File: src/sv/glb_pkg.sv
// Shared types and constants for the Gaussian line blur core.
// No dependencies; used by every module of the block.
package glb_pkg;

    localparam int NUM_TAPS = 8;   // weight registers, distance 0..7
    localparam int AGE_W    = 3;   // pixel age within the window, up to 7
    localparam int FILL_W   = 4;   // line fill count, up to 15
    localparam int WGT_W    = 16;  // Q1.15 weight
    localparam int PIX_W    = 32;
    localparam int CH_W     = 8;
    localparam int NUM_CH   = 4;
    localparam int ACC_W    = 28;  // 15 taps of 8 x 16 bits
    localparam int WSUM_W   = 20;  // 15 taps of 16 bits
    localparam int CFG_IDX_W = 8;

    localparam logic [CH_W-1:0]  CH_MAX  = 8'hFF;
    localparam logic [WGT_W-1:0] W_UNITY = 16'h8000;  // 1.0 in Q1.15

    // one job per accepted pixel that causes results
    typedef struct packed {
        logic [AGE_W-1:0]  first_age;
        logic [FILL_W-1:0] fill;
        logic              last;
    } job_t;

    // back end status seen by the front end
    typedef struct packed {
        logic busy;
        logic job_pop;
    } back_stat_t;

endpackage

File: src/sv/gaussian_line_blur_core.sv
// Gaussian line blur core: top level with weight registers.
// Depends on glb_pkg, glb_front, glb_job_fifo, glb_back.
//
// Usage:
//   s_ channel: one packed ARGB pixel per beat, s_line_end_in on the last
//   pixel of a line. m_ channel: blurred pixels, m_line_end_out on the last
//   output of a line, m_run_last on the final result caused by a beat.
//   cfg_ channel: writes tap weight cfg_index (0..7, Q1.15); other indexes
//   are dropped. Write only while the block is idle.
// Results and flow:
//   A pixel beat causes zero, one or (on a line end) up to MAX_RADIUS+1
//   results. Each result is accumulated one tap per cycle through four
//   8x16 multipliers, divided one quotient bit per cycle per channel, then
//   presented in the output state. The first result follows its beat through
//   the job queue, the idle state that lifts the job off it, then accumulate
//   and divide. Beats that cause no result are taken every cycle while no
//   job is queued or in progress; after a beat that causes results, the
//   next beat waits until the last of them is taken.
// Reset:
//   aresetn clears line fill, the job queue and the output valid; weight 0
//   returns to 1.0 and the others to zero.
// Stall:
//   With m_ready low the result holds in the quotient registers and the back
//   end waits; s_ready stays low until the last result drains.
module gaussian_line_blur_core #(
    parameter int MAX_RADIUS = 7
) (
    input  logic                            aclk,
    input  logic                            aresetn,
    input  logic                            s_valid,
    output logic                            s_ready,
    input  logic [glb_pkg::PIX_W-1:0]       s_pixel_in,
    input  logic                            s_line_end_in,
    output logic                            m_valid,
    input  logic                            m_ready,
    output logic [glb_pkg::PIX_W-1:0]       m_pixel_out,
    output logic                            m_line_end_out,
    output logic                            m_run_last,
    input  logic                            cfg_valid,
    output logic                            cfg_ready,
    input  logic [glb_pkg::CFG_IDX_W-1:0]   cfg_index,
    input  logic [glb_pkg::WGT_W-1:0]       cfg_data
);
    localparam int WIN = 2 * MAX_RADIUS + 1;

    logic [glb_pkg::NUM_TAPS-1:0][glb_pkg::WGT_W-1:0] weights_reg;
    logic [WIN-1:0][glb_pkg::PIX_W-1:0] window;
    logic job_push, fifo_not_empty;
    glb_pkg::job_t push_job, head_job;
    glb_pkg::back_stat_t stat;

    // weight registers always take a write
    assign cfg_ready = 1'b1;

    always_ff @(posedge aclk) begin
        if (!aresetn) begin
            weights_reg <= {{(glb_pkg::NUM_TAPS-1){glb_pkg::WGT_W'(0)}},
                            glb_pkg::W_UNITY};
        end else if (cfg_valid && cfg_index < glb_pkg::CFG_IDX_W'(glb_pkg::NUM_TAPS)) begin
            weights_reg[cfg_index[2:0]] <= cfg_data;
        end
    end

    // front holds off while any job is queued or in progress
    glb_front #(.MAX_RADIUS(MAX_RADIUS)) u_front (
        .aclk         (aclk),
        .aresetn      (aresetn),
        .s_valid      (s_valid),
        .s_ready      (s_ready),
        .s_pixel_in   (s_pixel_in),
        .s_line_end_in(s_line_end_in),
        .hold         (fifo_not_empty || stat.busy),
        .window       (window),
        .job_push     (job_push),
        .job          (push_job)
    );

    glb_job_fifo u_fifo (
        .aclk     (aclk),
        .aresetn  (aresetn),
        .push     (job_push),
        .push_job (push_job),
        .pop      (stat.job_pop),
        .not_empty(fifo_not_empty),
        .head     (head_job)
    );

    glb_back #(.MAX_RADIUS(MAX_RADIUS)) u_back (
        .aclk          (aclk),
        .aresetn       (aresetn),
        .job_valid     (fifo_not_empty),
        .job           (head_job),
        .window        (window),
        .weights       (weights_reg),
        .stat          (stat),
        .m_valid       (m_valid),
        .m_ready       (m_ready),
        .m_pixel_out   (m_pixel_out),
        .m_line_end_out(m_line_end_out),
        .m_run_last    (m_run_last)
    );
endmodule

File: src/sv/glb_front.sv
// Front end: accepts pixels, shifts the pixel window, tracks line fill
// and turns each pixel that causes results into a job. Depends on glb_pkg.
module glb_front #(
    parameter int MAX_RADIUS = 7
) (
    input  logic                                  aclk,
    input  logic                                  aresetn,
    input  logic                                  s_valid,
    output logic                                  s_ready,
    input  logic [glb_pkg::PIX_W-1:0]             s_pixel_in,
    input  logic                                  s_line_end_in,
    input  logic                                  hold,
    output logic [2*MAX_RADIUS:0][glb_pkg::PIX_W-1:0] window,
    output logic                                  job_push,
    output glb_pkg::job_t                         job
);
    localparam int WIN = 2 * MAX_RADIUS + 1;
    localparam logic [glb_pkg::FILL_W-1:0] WIN_F = glb_pkg::FILL_W'(WIN);
    localparam logic [glb_pkg::FILL_W-1:0] RAD_F = glb_pkg::FILL_W'(MAX_RADIUS);

    logic [WIN-1:0][glb_pkg::PIX_W-1:0] win_reg;
    logic [glb_pkg::FILL_W-1:0] fill_reg, fill_next, fill_inc, oldest;
    logic accept;

    assign s_ready = !hold;
    assign accept  = s_valid && s_ready;
    assign window  = win_reg;

    always_comb begin
        fill_inc  = (fill_reg < WIN_F) ? fill_reg + 1'b1 : fill_reg;
        fill_next = s_line_end_in ? '0 : fill_inc;
        oldest    = fill_inc - 1'b1;
        if (oldest > RAD_F) begin
            oldest = RAD_F;
        end
        job.fill      = fill_inc;
        job.last      = s_line_end_in;
        job.first_age = s_line_end_in ? oldest[glb_pkg::AGE_W-1:0]
                                      : RAD_F[glb_pkg::AGE_W-1:0];
        job_push = accept && (s_line_end_in || fill_inc > RAD_F);
    end

    always_ff @(posedge aclk) begin
        if (!aresetn) begin
            fill_reg <= '0;
        end else if (accept) begin
            fill_reg <= fill_next;
        end
    end

    // shift the window, newest at index 0
    always_ff @(posedge aclk) begin
        if (accept) begin
            win_reg <= {win_reg[WIN-2:0], s_pixel_in};
        end
    end
endmodule

File: src/sv/glb_job_fifo.sv
// Two-entry job queue between front and back end.
// Depends on glb_pkg.
module glb_job_fifo (
    input  logic          aclk,
    input  logic          aresetn,
    input  logic          push,
    input  glb_pkg::job_t push_job,
    input  logic          pop,
    output logic          not_empty,
    output glb_pkg::job_t head
);
    glb_pkg::job_t mem_reg [2];
    logic wr_reg, rd_reg;
    logic [1:0] cnt_reg;

    assign not_empty = cnt_reg != 2'd0;
    assign head      = mem_reg[rd_reg];

    always_ff @(posedge aclk) begin
        if (push) begin
            mem_reg[wr_reg] <= push_job;
        end
    end

    always_ff @(posedge aclk) begin
        if (!aresetn) begin
            wr_reg  <= 1'b0;
            rd_reg  <= 1'b0;
            cnt_reg <= 2'd0;
        end else begin
            if (push) wr_reg <= !wr_reg;
            if (pop)  rd_reg <= !rd_reg;
            cnt_reg <= cnt_reg + {1'b0, push} - {1'b0, pop};
        end
    end
endmodule

File: src/sv/glb_back.sv
// Back end: per result of a job, accumulate taps one per cycle, divide each
// channel by the weight sum bit by bit, then present it. Depends on glb_pkg.
module glb_back #(
    parameter int MAX_RADIUS = 7
) (
    input  logic                                      aclk,
    input  logic                                      aresetn,
    input  logic                                      job_valid,
    input  glb_pkg::job_t                             job,
    input  logic [2*MAX_RADIUS:0][glb_pkg::PIX_W-1:0] window,
    input  logic [glb_pkg::NUM_TAPS-1:0][glb_pkg::WGT_W-1:0] weights,
    output glb_pkg::back_stat_t                       stat,
    output logic                                      m_valid,
    input  logic                                      m_ready,
    output logic [glb_pkg::PIX_W-1:0]                 m_pixel_out,
    output logic                                      m_line_end_out,
    output logic                                      m_run_last
);
    localparam int WIN   = 2 * MAX_RADIUS + 1;
    localparam int IDX_W = $clog2(WIN);
    localparam logic [4:0] RAD5 = 5'(MAX_RADIUS);
    localparam logic [4:0] WIN5 = 5'(WIN);
    localparam logic [3:0] TAP_LAST = 4'(2 * MAX_RADIUS);

    typedef enum logic [3:0] {
        ST_IDLE = 4'b0001,
        ST_ACC  = 4'b0010,
        ST_DIV  = 4'b0100,
        ST_OUT  = 4'b1000
    } state_t;

    state_t state_reg, state_next;
    glb_pkg::job_t job_reg;
    logic [glb_pkg::AGE_W-1:0] age_reg;
    logic [3:0] tap_reg;
    logic [3:0] bit_reg;
    logic [glb_pkg::NUM_CH-1:0][glb_pkg::ACC_W-1:0] acc_reg;
    logic [glb_pkg::NUM_CH-1:0][glb_pkg::CH_W-1:0] q_reg;
    logic [glb_pkg::NUM_CH-1:0] sat_reg;
    logic [glb_pkg::WSUM_W-1:0] wsum_reg;
    logic [glb_pkg::PIX_W-1:0] pix_val;
    logic done;

    logic [4:0] a_sum, a_pos, fill5;
    logic tap_ok;
    logic [2:0] tap_dist;
    logic [glb_pkg::WGT_W-1:0] w;
    logic [glb_pkg::PIX_W-1:0] p;
    logic [glb_pkg::ACC_W-1:0] div_cmp;

    always_comb begin
        a_sum  = 5'(age_reg) + 5'(tap_reg);
        a_pos  = a_sum - RAD5;
        fill5  = 5'(job_reg.fill);
        tap_ok = (a_sum >= RAD5) && (a_pos < fill5) && (a_pos < WIN5);
        tap_dist = (5'(tap_reg) >= RAD5) ? 3'(5'(tap_reg) - RAD5)
                                         : 3'(RAD5 - 5'(tap_reg));
        w      = tap_ok ? weights[tap_dist] : '0;
        p      = tap_ok ? window[a_pos[IDX_W-1:0]] : '0;
        div_cmp = glb_pkg::ACC_W'(wsum_reg) << bit_reg;
        done   = !job_reg.last || age_reg == '0;
    end

    always_comb begin
        state_next = state_reg;
        unique case (state_reg)
            ST_IDLE: if (job_valid) state_next = ST_ACC;
            ST_ACC:  if (tap_reg == TAP_LAST) state_next = ST_DIV;
            ST_DIV:  if (bit_reg == 4'd0) state_next = ST_OUT;
            ST_OUT:  if (m_ready) state_next = done ? ST_IDLE : ST_ACC;
            default: state_next = ST_IDLE;
        endcase
    end

    assign stat.busy    = state_reg != ST_IDLE;
    assign stat.job_pop = state_reg == ST_IDLE && job_valid;

    always_ff @(posedge aclk) begin
        if (!aresetn) begin
            state_reg <= ST_IDLE;
        end else begin
            state_reg <= state_next;
        end
    end

    always_ff @(posedge aclk) begin
        unique case (state_reg)
            ST_IDLE: begin
                job_reg  <= job;
                age_reg  <= job.first_age;
                tap_reg  <= '0;
                acc_reg  <= '0;
                wsum_reg <= '0;
            end
            ST_ACC: begin
                for (int c = 0; c < glb_pkg::NUM_CH; c++) begin
                    acc_reg[c] <= acc_reg[c] + glb_pkg::ACC_W'(
                        p[8*c +: glb_pkg::CH_W] * w);
                end
                wsum_reg <= wsum_reg + glb_pkg::WSUM_W'(w);
                tap_reg  <= tap_reg + 1'b1;
                bit_reg  <= 4'd8;
                sat_reg  <= '0;
            end
            ST_DIV: begin
                // step eight only detects saturation, then restoring division
                for (int c = 0; c < glb_pkg::NUM_CH; c++) begin
                    if (bit_reg == 4'd8) begin
                        sat_reg[c] <= acc_reg[c] >= div_cmp;
                    end else if (acc_reg[c] >= div_cmp) begin
                        acc_reg[c] <= acc_reg[c] - div_cmp;
                        q_reg[c][bit_reg[2:0]] <= 1'b1;
                    end else begin
                        q_reg[c][bit_reg[2:0]] <= 1'b0;
                    end
                end
                bit_reg <= bit_reg - 1'b1;
            end
            ST_OUT: begin
                if (m_ready) begin
                    age_reg  <= age_reg - 1'b1;
                    tap_reg  <= '0;
                    acc_reg  <= '0;
                    wsum_reg <= '0;
                end
            end
            default: ;
        endcase
    end

    always_comb begin
        for (int c = 0; c < glb_pkg::NUM_CH; c++) begin
            pix_val[8*c +: glb_pkg::CH_W] = (wsum_reg == '0) ? '0 :
                (sat_reg[c] ? glb_pkg::CH_MAX : q_reg[c]);
        end
    end

    assign m_valid        = state_reg == ST_OUT;
    assign m_pixel_out    = pix_val;
    assign m_line_end_out = job_reg.last && age_reg == '0;
    assign m_run_last     = done;
endmodule

File: config.mk
export PLATFORM = sky130hd
export DESIGN_NAME = gaussian_line_blur_core
export DESIGN_NICKNAME = d
export VERILOG_FILES = /design/src/sv/glb_pkg.sv /design/src/sv/gaussian_line_blur_core.sv /design/src/sv/glb_front.sv /design/src/sv/glb_job_fifo.sv /design/src/sv/glb_back.sv
export SDC_FILE = /design/constraint.sdc
export NUM_CORES = 2
export LEC_CHECK = 0
export ABC_CLOCK_PERIOD_IN_PS = 15000
export BUFFER_PORTS_ARGS = -buffer_cell sky130_fd_sc_hd__buf_2
export CAP_MARGIN = 20
export CORE_MARGIN = 1.5
export CORE_UTILIZATION = 40
export CTS_CLUSTER_DIAMETER = 60
export CTS_CLUSTER_SIZE = 30
export DETAILED_ROUTE_END_ITERATION = 12
export SLEW_MARGIN = 30
export SYNTH_ARGS = -nofsm -noshare
export SYNTH_HDL_FRONTEND = slang
export SYNTH_SLANG_ARGS = --single-unit
File: constraint.sdc
create_clock -name aclk -period 15 [get_ports aclk]
set_input_delay 3 -clock aclk [delete_from_list [all_inputs] [get_ports aclk]]
set_output_delay 3 -clock aclk [all_outputs]
set_load 0.02 [all_outputs]
Word level (Yosys, flattened, before mapping). Memories as Yosys holds them, arrays and structs flattened. A register that Yosys moved wholly into a read port is not among the register bits. Index checks and enable logic that the tools add are counted.

Input port bits: 62. Word-level logic and storage cells: 207. Memories kept: 1. Register bits after elaboration: 804. Output and inout port bits: 37. RAM bits: 16.

Multiplexer cells: 60. Bitwise operators: 10. Shift operators: 1. Add/subtract/negate cells: 20. Equality and inequality tests: 17. $lt $le $gt $ge: 18. Multipliers: 4. Reduce and logical (&&, ||, !) cells: 33.

Memories: u_fifo.mem_reg (depth 2, bits a word 8, rd ports 1, clocked after Yosys merged registers in 1, write ports 1, line glb_job_fifo.sv:12) `glb_pkg::job_t mem_reg [2];`.

Operator list (number): one-hot mux 112 bit (4 select lines) (1); 2-to-1 mux 28 bit (8); binary-select mux 32 bit (select 4 bit) (1); bitwise mux 128 bit (1); adder 28 x 24 -> 28 bit (4); greater-or-equal comparator 28 bit (4); 2-to-1 mux 112 bit (1); subtractor 28 bit (4); multiplier 8 x 16 -> 24 bit (4); 2-to-1 mux 8 bit (12); 2-to-1 mux 32 bit (2); one-hot mux 20 bit (3 select lines) (1); binary-select mux 16 bit (select 3 bit) (1); demux 16 bit (select 3 bit) (1); 2-to-1 mux 16 bit (3); AND 8 bit (4); bitwise OR 8 bit (4); 2-to-1 mux 4 bit (7); left shift 20 x 4 -> 28 bit (1); adder 20 x 16 -> 20 bit (1); logical NOT 20 bit (1); 2-to-1 mux 20 bit (1); AND reduction 4 bit (5); inequality test 2 x 1 -> 1 bit (second input constant) (8); 44 further kinds (83).

Longest topological paths before layout.
Depth after elaboration: 9. Mapped depth: 36. Gate-level depth less buffers: 31.

Modules after synthesis. A second synthesis with hierarchy kept.

Cells, all modules: 5388. Area, all modules: 58792.6 µm².

Modules (own cells, without submodules): glb_back (times used 1, seq. area each 5605.4 µm², cells each 4362, area an instance 38449.4 µm²); glb_front (times used 1, seq. area each 14493.9 µm², cells each 533, area an instance 14838.0 µm²); gaussian_line_blur_core (times used 1, seq. area each 2562.5 µm², cells each 448, area an instance 4705.8 µm²); glb_job_fifo (times used 1, seq. area each 580.6 µm², cells each 45, area an instance 799.5 µm²).

Worst setup path before layout. No wires, ideal clock.

Kind: input port to flip-flop. Start point: input s_valid. End point: register u_fifo.cnt_reg[1]. Stages: 9. Required time: 14.885 ns. Path slack: -1.047 ns. Arrival: 15.932 ns. Path buffers: 0. Setup time: 0.115 ns. Cells stage by stage: nand2_1 inv_1 o21ai_0 ha_1 inv_1 ha_1 xnor2_1 xnor2_1 and2_1.

Longest elaborated chain between the ends: 4.

RTL lines: from (decl) (line gaussian_line_blur_core.sv:30) `input logic s_valid,`; logical AND 1 bit (line glb_front.sv:26) `assign accept = s_valid && s_ready;`; net u_front.accept (line glb_front.sv:23) `logic accept;`; logical AND 1 bit (line glb_front.sv:40) `job_push = accept && (s_line_end_in || fill_inc > RAD_F);`; adder 2 x 1 -> 2 bit (line glb_job_fifo.sv:33) `cnt_reg <= cnt_reg + {1'b0, push} - {1'b0, pop};`; subtractor 2 x 1 -> 2 bit (line glb_job_fifo.sv:33); to (signal assigned) (line glb_job_fifo.sv:33); to (decl) (line glb_job_fifo.sv:14) `logic [1:0] cnt_reg;`.

The timed path passes the listed nets, and every way through them passes these cells. A chain may end at the register's enable or synchronous reset.

Worst setup path after layout.
Start point: register u_back.tap_reg[0]. End point: register u_back.acc_reg[52] in the netlist's numbering (data pin).

Longest elaborated chain between the ends: 9. Elaborated cells on any way between the ends: 20. Those cells by class: 5 x add/sub; 1 x mul; 4 x order compare; 8 x mux; 2 x reduce/logical.

RTL lines: from (decl) (line glb_back.sv:35) `logic [3:0] tap_reg;`; from (signal assigned) (line glb_back.sv:101) `tap_reg <= tap_reg + 1'b1;`; adder 3 x 4 -> 5 bit (line glb_back.sv:52) `a_sum = 5'(age_reg) + 5'(tap_reg);`; subtractor 5 x 3 -> 5 bit (line glb_back.sv:53) `a_pos = a_sum - RAD5;`; less-than comparator 5 x 4 -> 1 bit (line glb_back.sv:55) `tap_ok = (a_sum >= RAD5) && (a_pos < fill5) && (a_pos < WIN5);`; logical AND 1 bit (2 in series) (line glb_back.sv:55); 2-to-1 mux 32 bit / 2-to-1 mux 16 bit (equally long branches) (line glb_back.sv:59, glb_back.sv:58); multiplier 8 x 16 -> 24 bit (*) (line glb_back.sv:98) `p[8*c +: glb_pkg::CH_W] * w);`; adder 28 x 24 -> 28 bit (*) (line glb_back.sv:97) `acc_reg[c] <= acc_reg[c] + glb_pkg::ACC_W'(`; one-hot mux 112 bit (4 select lines) (*) (line glb_back.sv:87) `unique case (state_reg)`; to (signal, indexed assignment) (line glb_back.sv:97); to (signal, indexed assignment) (line glb_back.sv:111) `acc_reg[c] <= acc_reg[c] - div_cmp;`; to (decl) (line glb_back.sv:37) `logic [glb_pkg::NUM_CH-1:0][glb_pkg::ACC_W-1:0] acc_reg;`.

Every way passes the cells marked *; elsewhere a longest branch is shown, timed or not. The select of a mux whose other input is x is not followed.

==> results.cfg <==
[synthesis]
async_flop_share_pct = 0
yosys_warnings = 0
main_combinational_cell_family_by_area_after_synthesis = adder cells
syn-mean-instance-area_um2 = 10.80
netlist_instances = 5478
compound_cell_area_share_of_the_yosys_netlist_pct = 10.14
synth-main-ff-cell = edfxtp_1
synth_largest_type_area_fraction_pct = 34.50
post_synth_fa_ha_maj_area_fraction_pct = 21.71
synth_commonest_cells = edfxtp_1, inv_1, nor2_1
yosysUniqueCellTypes = 83
synth_largest_area_cell = edfxtp_1
synth_nets = 6309
synth_enable_flop_cells = 680
post_synth_and_or_nand_nor_area_fraction_pct = 11.40
synth.cell_area_um2 = 59190
post_synth_mux_area_share_pct = 8.128
ys_top_cells_by_area = edfxtp_1, fa_1, ha_1, mux4_2, dfxtp_1
yosysMostFrequentCell = edfxtp_1
synth-seq-cells = 821
yosys.area_share.xor_xnor_pct = 2.911
synth_seq_area_share_pct = 39.27

[floorplanning]
ios = 99
die_y_um = 387.7
floorplan.die.width_um = 387.7
start_util_pct = 40.47
design.die.area_um2 = 150300
floorplan.rows = 140
design.core.area_um2 = 146300

[timing]
fin_crit_sh_pct = 65.71
fin_crit_period_ns = 9.857
max_freq_mhz = 101.5
hold_violations = 0
timing.setup.tns_ns = 0
timing.max_slew.rel_slack_pct = 33.39
drv_slew = 0
fin_skew_ns = 0.09868
worst_pin_slew_ns = 0.9959
setup-violations-final = 0
rsz0062_at_grt = no
fin_hold_ws_ns = 0.4320

[finish]
post_route_cells_drive_above_1_share_pct = 10.89
nets = 6312
finalInstanceArea_um2 = 64740
area_growth_syn_to_layout_pct = 9.380
largest_reg_flops = 480
insertedDiodeCount = 0

[clock_network]
cts_made_buffers = 76
cts-root-buf = clkbuf_16
clock_tree.htree_level_count = 3
clock_tree.buffer_depth = 3
clock-sinks = 821
cts_resized = 0
clock_insertion_delay_worst_skew_ns = 0.74
cts_post_setup_buffers_inserted = 0
clock_tree_from_tritoncts = done
clk_pin_slew_worst_paths_ns = 0.09
post_cts_hold_buffer_count = 0

[critical_path]
critical-path-top-cell-by-count = fa_1
critical_path.max_stage_delay_ns = 0.71
startpoint_type = flip-flop
r2r-start = u_back.tap_reg[0]$_SDFFCE_PN0P_
required_ns = 15.42
rr_endpoint = u_back.acc_reg[52]$_SDFFCE_PN0P_
critPathArrivalTime_ns = 10.28
reg2reg_depth = 29
regToRegSetupSlack_ns = 5.14
timing.setup.critical_path_class = reg -> reg
cp_max_fo = 66
cp-end-kind = flip-flop
cp_slowest_cell = inv_1

[global_route]
globalRoute.totalOverflow = 0
first_global_vias = 40893
met2_usage_pct = 31.83
grt_busiest_layer = met2
groute.layer.met1.usage_pct = 30.80
global_routing_usage_summed_across_all_routing_layers_pct = 21.08
global_routing_met3_resource_utilization_pct = 4.051
first_pass_grt_wire_length_mm = 245.8
grt_antenna_before_repair = 0
maximum_number_of_pins_on_one_net_before_global_route_repair = 206

[min_path]
worst_hold_path_type = reg -> reg
hp-start = u_front.window[441]$_DFFE_PP_
terminating_pin_of_the_worst_hold_path = u_front.window[473]$_DFFE_PP_
hold_depth = 0

[detailed_routing]
drtAntennaViolNets = 0
drc = 0
via_count = 40720
vias_per_cell = 5.458
drt_iter0_markers = 3335
dr.pass1.iters = 6
detail_routed_net_length_per_standard_cell_um = 21.20
wl_mm = 158.2

[run_status]
run_status = finished clean

[placed_design]
placement.cell_area_um2 = 61940
port_buffers = 97
finalWeightedCongestion = 0.9280
dp_hpwl_mm = 110.5

[flow_run]
max_cap_viol_count = 0
==> worst max-delay path, delay by kind of cell (launching register included) <==
kind,cells,cell delay (ns)
flip-flops,1,0.45
adder cells (fa/ha/maj),8,3.35
AO/OA/AOI/OAI,8,1.89
AND/OR/NAND/NOR,4,1.01
buffers and inverters,5,1.76
multiplexers,1,0.22
XOR/XNOR,3,0.83
==> layout by cell type, fill, tap and decap left out, types with 22 or more instances in the layout <==
cell type,n
a21boi_0,69
fa_1,430
nor2_1,598
edfxtp_1,680
dfxtp_1,141
inv_1,662
a211oi_1,26
mux2i_1,123
a31oi_1,22
buf_4,90
xor2_1,90
nor2b_1,142
xnor2_1,102
buf_2,97
nand2b_1,44
a21oi_1,197
ha_1,337
o22ai_1,74
nor3_1,46
nand4_1,24
o21a_1,28
mux2_2,49
nand2_1,459
nand3_1,58
o21bai_1,36
o21ai_0,174
a22oi_1,31
mux4_2,134
and3_1,27
o21ai_1,24
a21o_1,105
clkbuf_16,77
==> metal layers <==
layer,share of wire (%),up-vias,wire (um)
li1,-,18892,-
met1,46,20333,73190
met2,44,1288,69280
met3,7.2,207,11320
met4,2.8,0,4406
met5,0,-,0
==> final cells by class <==
| class | instances | area [um2] |
|---|---|---|
| repair buffers | 198 | 1368 |
| clock buffers | 79 | 1944 |
| fillers | 13602 | 81530 |
| flip-flops and latches | 821 | 23240 |
| well taps | 1917 | 2399 |
| multi-input cells | 3712 | 32450 |
| clock inverters | 62 | 805.8 |
| inverters | 672 | 2526 |
==> stage by stage <==
stage               worst slack [ns]  util (%)  std cells
floorplan                      3.427         -       5478
global placement               5.331     42.27       7315
detailed placement             5.181     42.35       7318
global route                   4.633     44.26       7461
CTS                            5.142     44.23       7459
finish                         5.143     44.26       7461
==> kinds of logic after synthesis <==
kind of cell    after synthesis
simple gates               1509
buf+inv                     945
compound gates              931
flops                       821
fa+ha+maj                   769
mux                         307
xor+xnor                    195
other cells                   1
==> how the worst max path moves through the flow <==
stage / from / endpoint / slack, ns / cells after the start
after floorplan: s_valid / u_fifo.cnt_reg[1]$_SDFF_PN0_ / 3.43 / 9
after global placement: u_back.tap_reg[1]$_SDFFCE_PN0P_ / u_back.acc_reg[82]$_SDFFCE_PN0P_ / 5.33 / 27
after detailed placement: u_back.tap_reg[0]$_SDFFCE_PN0P_ / u_back.acc_reg[52]$_SDFFCE_PN0P_ / 5.18 / 29
after CTS: u_back.tap_reg[0]$_SDFFCE_PN0P_ / u_back.acc_reg[52]$_SDFFCE_PN0P_ / 5.14 / 29
after global routing: u_back.tap_reg[0]$_SDFFCE_PN0P_ / u_back.acc_reg[82]$_SDFFCE_PN0P_ / 4.63 / 26
final: u_back.tap_reg[0]$_SDFFCE_PN0P_ / u_back.acc_reg[52]$_SDFFCE_PN0P_ / 5.14 / 29
Power is not shown: default switching activity piles up to over one toggle a cycle in this logic, so the estimate is an artifact.
